===== src/hdl/mm3_pkg.sv =====
// Murmur3 x86 32-bit hash: shared constants and types.
// No dependencies; imported by every module of the hash engine.
package mm3_pkg;

    localparam logic [31:0] MM3_C1  = 32'hcc9e2d51;
    localparam logic [31:0] MM3_C2  = 32'h1b873593;
    localparam logic [31:0] MM3_ADD = 32'he6546b64;
    localparam logic [31:0] MM3_F1  = 32'h85ebca6b;
    localparam logic [31:0] MM3_F2  = 32'hc2b2ae35;
    localparam logic [31:0] MM3_M5  = 32'd5;
    localparam logic [31:0] MM3_ONE = 32'd1;

    localparam logic [2:0] MM3_FULL_COUNT = 3'd4;

    // Operand pair sent to the shared multiplier.
    typedef struct packed {
        logic [31:0] a;
        logic [31:0] b;
    } mm3_mul_req_t;

    // Finished hash handed from the sequencer to the output register.
    typedef struct packed {
        logic        valid;
        logic [31:0] hash;
    } mm3_result_t;

    function automatic logic [31:0] mm3_rotl(input logic [31:0] x, input int unsigned r);
        mm3_rotl = (x << r) | (x >> (32 - r));
    endfunction

endpackage


===== src/hdl/mm3_mul.sv =====
// Shared 32x32 multiplier keeping the low 32 product bits, registered.
// Depends on mm3_pkg for the operand struct.
module mm3_mul import mm3_pkg::*; (
    input  logic         aclk,
    input  mm3_mul_req_t req,
    output logic [31:0]  prod
);

    logic [31:0] prod_reg;
    logic [63:0] full_prod;

    assign full_prod = 64'(req.a) * 64'(req.b);

    always_ff @(posedge aclk) begin
        prod_reg <= full_prod[31:0];
    end

    assign prod = prod_reg;

endmodule


===== src/hdl/mm3_ctrl.sv =====
// Word sequencer and hash state for the Murmur3 engine; drives the shared multiplier.
// Depends on mm3_pkg.
module mm3_ctrl import mm3_pkg::*; (
    input  logic         aclk,
    input  logic         aresetn,
    input  logic [31:0]  seed,
    input  logic         in_valid,
    output logic         in_ready,
    input  logic [31:0]  in_word,
    input  logic [2:0]   in_count,
    input  logic         in_last,
    input  logic         out_free,
    output mm3_result_t  res,
    output mm3_mul_req_t mul_req,
    input  logic [31:0]  mul_prod
);

    localparam logic [2:0] ST_IDLE = 3'd0;
    localparam logic [2:0] ST_K1   = 3'd1;
    localparam logic [2:0] ST_K2   = 3'd2;
    localparam logic [2:0] ST_K3   = 3'd3;
    localparam logic [2:0] ST_K4   = 3'd4;
    localparam logic [2:0] ST_FIN0 = 3'd5;
    localparam logic [2:0] ST_FIN1 = 3'd6;
    localparam logic [2:0] ST_FIN2 = 3'd7;

    logic [2:0]  state_reg, state_next;
    logic        active_reg, active_next;
    logic [31:0] h_reg, h_next;
    logic [31:0] len_reg, len_next;
    logic [31:0] k_reg, k_next;
    logic        full_reg, full_next;
    logic        last_reg, last_next;

    logic        accept;
    logic [2:0]  cnt;
    logic        last_eff;
    logic [31:0] masked;
    logic [31:0] h_base;
    logic [31:0] len_base;
    logic [31:0] h_mix;
    logic [31:0] fin_t;
    logic [31:0] fin_u;

    assign in_ready = aresetn && ((state_reg == ST_IDLE) || (state_reg == ST_K4 && !last_reg));
    assign accept   = in_valid && in_ready;

    // Clamp counts above four, and treat any short word as the end of the message.
    assign cnt      = in_count[2] ? MM3_FULL_COUNT : in_count;
    assign last_eff = in_last || (cnt != MM3_FULL_COUNT);

    always_comb begin
        unique case (cnt[1:0])
            2'd1:    masked = {24'd0, in_word[7:0]};
            2'd2:    masked = {16'd0, in_word[15:0]};
            2'd3:    masked = {8'd0, in_word[23:0]};
            default: masked = cnt[2] ? in_word : 32'd0;
        endcase
    end

    assign h_base   = !active_reg ? seed :
                      (state_reg == ST_K4) ? (mul_prod + MM3_ADD) : h_reg;
    assign len_base = active_reg ? len_reg : 32'd0;
    assign h_mix    = h_reg ^ mul_prod;
    assign fin_t    = (h_reg ^ len_reg) ^ ((h_reg ^ len_reg) >> 16);
    assign fin_u    = mul_prod ^ (mul_prod >> 13);

    always_comb begin
        unique case (state_reg)
            ST_K1:   mul_req = '{a: k_reg, b: MM3_C1};
            ST_K2:   mul_req = '{a: mm3_rotl(mul_prod, 15), b: MM3_C2};
            ST_K3:   mul_req = '{a: mm3_rotl(h_mix, 13), b: MM3_M5};
            ST_FIN0: mul_req = '{a: fin_t, b: MM3_F1};
            ST_FIN1: mul_req = '{a: fin_u, b: MM3_F2};
            // Recirculate the product times one: hold the last finalizer product while the
            // output register is still full.
            ST_FIN2: mul_req = '{a: mul_prod, b: MM3_ONE};
            default: mul_req = '{a: k_reg, b: MM3_C1};
        endcase
    end

    always_comb begin
        state_next  = state_reg;
        active_next = active_reg;
        h_next      = h_reg;
        len_next    = len_reg;
        k_next      = k_reg;
        full_next   = full_reg;
        last_next   = last_reg;
        res.valid   = 1'b0;
        res.hash    = mul_prod ^ (mul_prod >> 16);

        if (accept) begin
            h_next      = h_base;
            len_next    = len_base + {29'd0, cnt};
            k_next      = masked;
            full_next   = (cnt == MM3_FULL_COUNT);
            last_next   = last_eff;
            active_next = 1'b1;
            state_next  = (cnt == 3'd0) ? ST_FIN0 : ST_K1;
        end else begin
            unique case (state_reg)
                ST_IDLE: state_next = ST_IDLE;
                ST_K1:   state_next = ST_K2;
                ST_K2:   state_next = ST_K3;
                ST_K3: begin
                    if (full_reg) begin
                        state_next = ST_K4;
                    end else begin
                        h_next     = h_mix;
                        state_next = last_reg ? ST_FIN0 : ST_IDLE;
                    end
                end
                ST_K4: begin
                    h_next     = mul_prod + MM3_ADD;
                    state_next = last_reg ? ST_FIN0 : ST_IDLE;
                end
                ST_FIN0: state_next = ST_FIN1;
                ST_FIN1: state_next = ST_FIN2;
                ST_FIN2: begin
                    if (out_free) begin
                        res.valid   = 1'b1;
                        active_next = 1'b0;
                        state_next  = ST_IDLE;
                    end
                end
                default: state_next = ST_IDLE;
            endcase
        end
    end

    always_ff @(posedge aclk) begin
        if (!aresetn) begin
            state_reg  <= ST_IDLE;
            active_reg <= 1'b0;
        end else begin
            state_reg  <= state_next;
            active_reg <= active_next;
        end
    end

    always_ff @(posedge aclk) begin
        h_reg    <= h_next;
        len_reg  <= len_next;
        k_reg    <= k_next;
        full_reg <= full_next;
        last_reg <= last_next;
    end

endmodule


===== src/hdl/murmur3_32_hash_top.sv =====
// Top level of the Murmur3 x86 32-bit hash engine.
// Depends on mm3_pkg, mm3_mul and mm3_ctrl.

// Murmur3 x86_32 hash over a stream of 32-bit little-endian words. Each
// s_ word carries up to four message bytes (first byte in bits 7:0), a byte
// count and tlast; one hash word comes out on m_ per message. Counts above
// four act as four, and a count below four ends the message even without
// tlast. The seed is written on the cfg_ channel and is loaded at the start
// of the next message. One shared 32x32 multiplier does all the multiplies: a
// full word goes through C1 multiply, C2 multiply, multiply by 5 and add, and
// the next full word is taken in the add step, so a new word is taken only as
// the last one finishes. A partial last word skips the rotate, the multiply
// by 5 and the add. The last word then goes through the finalizer (F1 and F2
// multiplies, final shift-xor) before the hash lands in the output register;
// that register lets the next message start while the hash waits for m_tready.
module murmur3_32_hash_top import mm3_pkg::*; (
    input  logic        aclk,
    input  logic        aresetn,
    // seed write channel
    input  logic        cfg_valid,
    output logic        cfg_ready,
    input  logic [31:0] cfg_data,
    // message words
    input  logic        s_tvalid,
    output logic        s_tready,
    input  logic [39:0] s_tdata,   // [31:0] data_word, [34:32] byte_count, [39:35] zero
    input  logic        s_tlast,
    // hash words
    output logic        m_tvalid,
    input  logic        m_tready,
    output logic [31:0] m_tdata    // [31:0] hash_value
);

    logic [31:0]  seed_reg;
    logic         m_tvalid_reg;
    logic [31:0]  m_tdata_reg;
    logic         out_free;
    mm3_result_t  res;
    mm3_mul_req_t mul_req;
    logic [31:0]  mul_prod;

    // Seed register: writable whenever out of reset, takes effect at the next message start.
    assign cfg_ready = aresetn;

    always_ff @(posedge aclk) begin
        if (!aresetn) begin
            seed_reg <= 32'd0;
        end else if (cfg_valid && cfg_ready) begin
            seed_reg <= cfg_data;
        end
    end

    mm3_mul u_mul (
        .aclk (aclk),
        .req  (mul_req),
        .prod (mul_prod)
    );

    mm3_ctrl u_ctrl (
        .aclk     (aclk),
        .aresetn  (aresetn),
        .seed     (seed_reg),
        .in_valid (s_tvalid),
        .in_ready (s_tready),
        .in_word  (s_tdata[31:0]),
        .in_count (s_tdata[34:32]),
        .in_last  (s_tlast),
        .out_free (out_free),
        .res      (res),
        .mul_req  (mul_req),
        .mul_prod (mul_prod)
    );

    // Output register: load a finished hash when the slot is empty or draining.
    assign out_free = !m_tvalid_reg || m_tready;

    always_ff @(posedge aclk) begin
        if (!aresetn) begin
            m_tvalid_reg <= 1'b0;
        end else if (res.valid) begin
            m_tvalid_reg <= 1'b1;
        end else if (m_tready) begin
            m_tvalid_reg <= 1'b0;
        end
    end

    always_ff @(posedge aclk) begin
        if (res.valid) begin
            m_tdata_reg <= res.hash;
        end
    end

    assign m_tvalid = m_tvalid_reg;
    assign m_tdata  = m_tdata_reg;

endmodule


===== config.mk =====
export PLATFORM = sky130hd
export DESIGN_NAME = murmur3_32_hash_top
export DESIGN_NICKNAME = d
export VERILOG_FILES = /design/src/hdl/mm3_pkg.sv /design/src/hdl/mm3_mul.sv /design/src/hdl/mm3_ctrl.sv /design/src/hdl/murmur3_32_hash_top.sv
export SDC_FILE = /design/constraint.sdc
export NUM_CORES = 2
export LEC_CHECK = 0
export ABC_AREA = 1
export BUFFER_PORTS_ARGS = -buffer_cell sky130_fd_sc_hd__buf_2
export CELL_PAD_IN_SITES_DETAIL_PLACEMENT = 1
export CELL_PAD_IN_SITES_GLOBAL_PLACEMENT = 2
export CORE_ASPECT_RATIO = 0.75
export CORE_MARGIN = 2
export CORE_UTILIZATION = 40
export DETAILED_ROUTE_END_ITERATION = 7
export PLACE_DENSITY = 0.95
export SLEW_MARGIN = 20
export SYNTH_ARGS = -nofsm -noshare
export SYNTH_HDL_FRONTEND = slang
export SYNTH_SLANG_ARGS = --single-unit

===== constraint.sdc =====
create_clock -name aclk -period 11 [get_ports aclk]
set_input_delay 1.65 -clock aclk [delete_from_list [all_inputs] [get_ports aclk]]
set_output_delay 1.65 -clock aclk [all_outputs]
set_load 0.005 [all_outputs]

==> flow_summary.yaml <==
synthesis:
  synth_edf_count: 130
  synth_nets: 3824
  synth_area_leaders: "fa_1, edfxtp_1, inv_1"
  yosysTopAreaCell: "fa_1"
  yosys_warnings: 0
  synthCells: 3207
  synth_cell_type_count: 62
  ys_ff_latch: 199
  async_reset_ff_frac: 0
  syn_area_per_cell_um2: 8.21
  synthFlopType: "edfxtp_1"
  yosysTopAreaCellShare: 0.302
  synthesis.area_um2: 26300
  synth_seq_area_share: 0.201
setup_path:
  rr_worst_depth: 30
  cp-end-kind: "flop"
  crit_buf_inv: 7
  worstSetupPathType: "flop to flop"
  cp.required_ps: 11420
  crit_top_cell: "fa_1"
  critical-path-top-delay-family: "adder cells"
  critPathSlowestCell: "nand2_1"
  cp_max_fo: 22
  crit_cells: 30
  arrival_ps: 10100
  cpPeakStageDelay_ps: 770
  startpoint_type: "flop"
run_status:
  status: "completed"
routing:
  drt_wl_total_um: 102000
  ant_nets: 0
  drt-initial-drc-count: 2437
  drc: 0
  drt-pass1-iter-count: 5
  wl_per_cell_um: 24.5
  avgViaCountPerCell: 5.37
  num_vias: 22300
floorplan:
  die_h_um: 226
  rows: 81
  ios: 113
  initial_utilization: 0.404
  die_area_um2: 67900
  fp.coreArea_um2: 65200
  die_x_um: 300
sta:
  hold_viol_final: 0
  setup_viol: 0
  fin_skew_ps: 21.5
  slew-limit-headroom: 0.286
  hold_ws_ps: 543
  fmax_mhz: 103
  timing.final.crit_share: 0.880
  tns_ps: 0
  tightest_slew_ps: 1070
  finalMaxSlewViolations: 0
  period_needed_ps: 9680
  rsz0062_at_grt: "no"
run:
  drv_cap: 0
clock_tree:
  cts_num_sinks: 199
  post_cts.repair.setup_buffers: 0
  cts.repair.resized: 0
  path_clk_slew_ps: 90
  cts_max_path_buffers: 2
  clk-insertion-delay-late_ps: 490
  ctsHoldBuffers: 0
  cts_tree: "built"
  h-tree-depth: 4
  cts_made_buffers: 17
  clockRootBuffer: "clkbuf_16"
place:
  io_buffers: 107
  place_area_um2: 27800
  gp_congestion: 1.03
  hpwlAfterDp_um: 86000
global_routing:
  grt_pass1_vias: 22900
  grt_usage: 0.306
  grt_pass1_wl_um: 150000
  gr-total-overflow: 0
  grt_max_degree: 75
  antenna_found_initial: 2
final_layout:
  drive_above_1_share: 0.0747
  final_common_cell: "inv_1"
  mostFrequentLayoutCells: "inv_1, nand2_1, fa_1, nor2_1, ha_1"
  design_area_um2: 28400
  area_delta_synth_final_pct: 7.92
  final_nets: 3882
  final_core_util: 0.436
min_path:
  hp-class: "flop to flop"
  holdPathStages: 2
## cells in the mapped netlist (all sizes together) (9+ instances only)
master,instances
buf,40
xnor2,51
xor2,107
nand4,23
nand2,554
nand3,151
o211ai,9
or2,23
edfxtp,130
o21ai,115
fa,397
nor3,12
inv,802
nor2,307
a21oi,122
clkbuf,69
dfxtp,69
ha,142
## final timing paths
kind                     to  slack, ps           startpoint
max          u_mul.prod[30]       1320  u_ctrl.state_reg[0]
min            seed_reg[27]        540         seed_reg[27]
max reg2reg  u_mul.prod[30]       1320  u_ctrl.state_reg[0]
min reg2reg    seed_reg[27]        540         seed_reg[27]
## layout make-up
class | count | area, um^2
fill | 7951 | 36800
inverter | 807 | 3030
sequential | 199 | 5290
multi-input combinational | 2092 | 17500
clock buffer | 17 | 425
tap | 871 | 1090
clock inverter | 15 | 223
timing repair buffer | 148 | 843
antenna | 1 | 2.50
## kinds of logic (layout without fill, tap and decap cells)
kind of cell | count (synthesis) | count (layout) | synth area share
simple gates | 1085 | 1085 | 0.176
compound gates | 310 | 310 | 0.0672
fa+ha+maj | 539 | 539 | 0.369
flops | 199 | 199 | 0.201
buf+inv | 916 | 987 | 0.135
xor+xnor | 158 | 158 | 0.0526
other cells | 0 | 1 | 0
## metrics by stage
step,std cells,setup slack (ps)
4_1_cts,4149,1580
5_1_grt,4149,1020
3_3_place_gp,4117,1700
6_report,4150,1320
2_1_floorplan,3207,3250
3_5_place_dp,4117,1620
## worst min-delay path: stages, from the launching register on
cell and delay, ps:
dfxtp_1 320, o21ai_0 80, a21oi_1 100
## routing by layer
layer  wire length, um  GRT usage  part of all wire
met5                27          0           0.00027
met4              1730     0.0561             0.017
met3             13300     0.0958              0.13
met2             41100      0.434              0.40
met1             45500      0.458              0.45
Power is left out: the tool's default activity adds up to more than one toggle a clock period on the data nets, which glitch-free logic cannot reach.
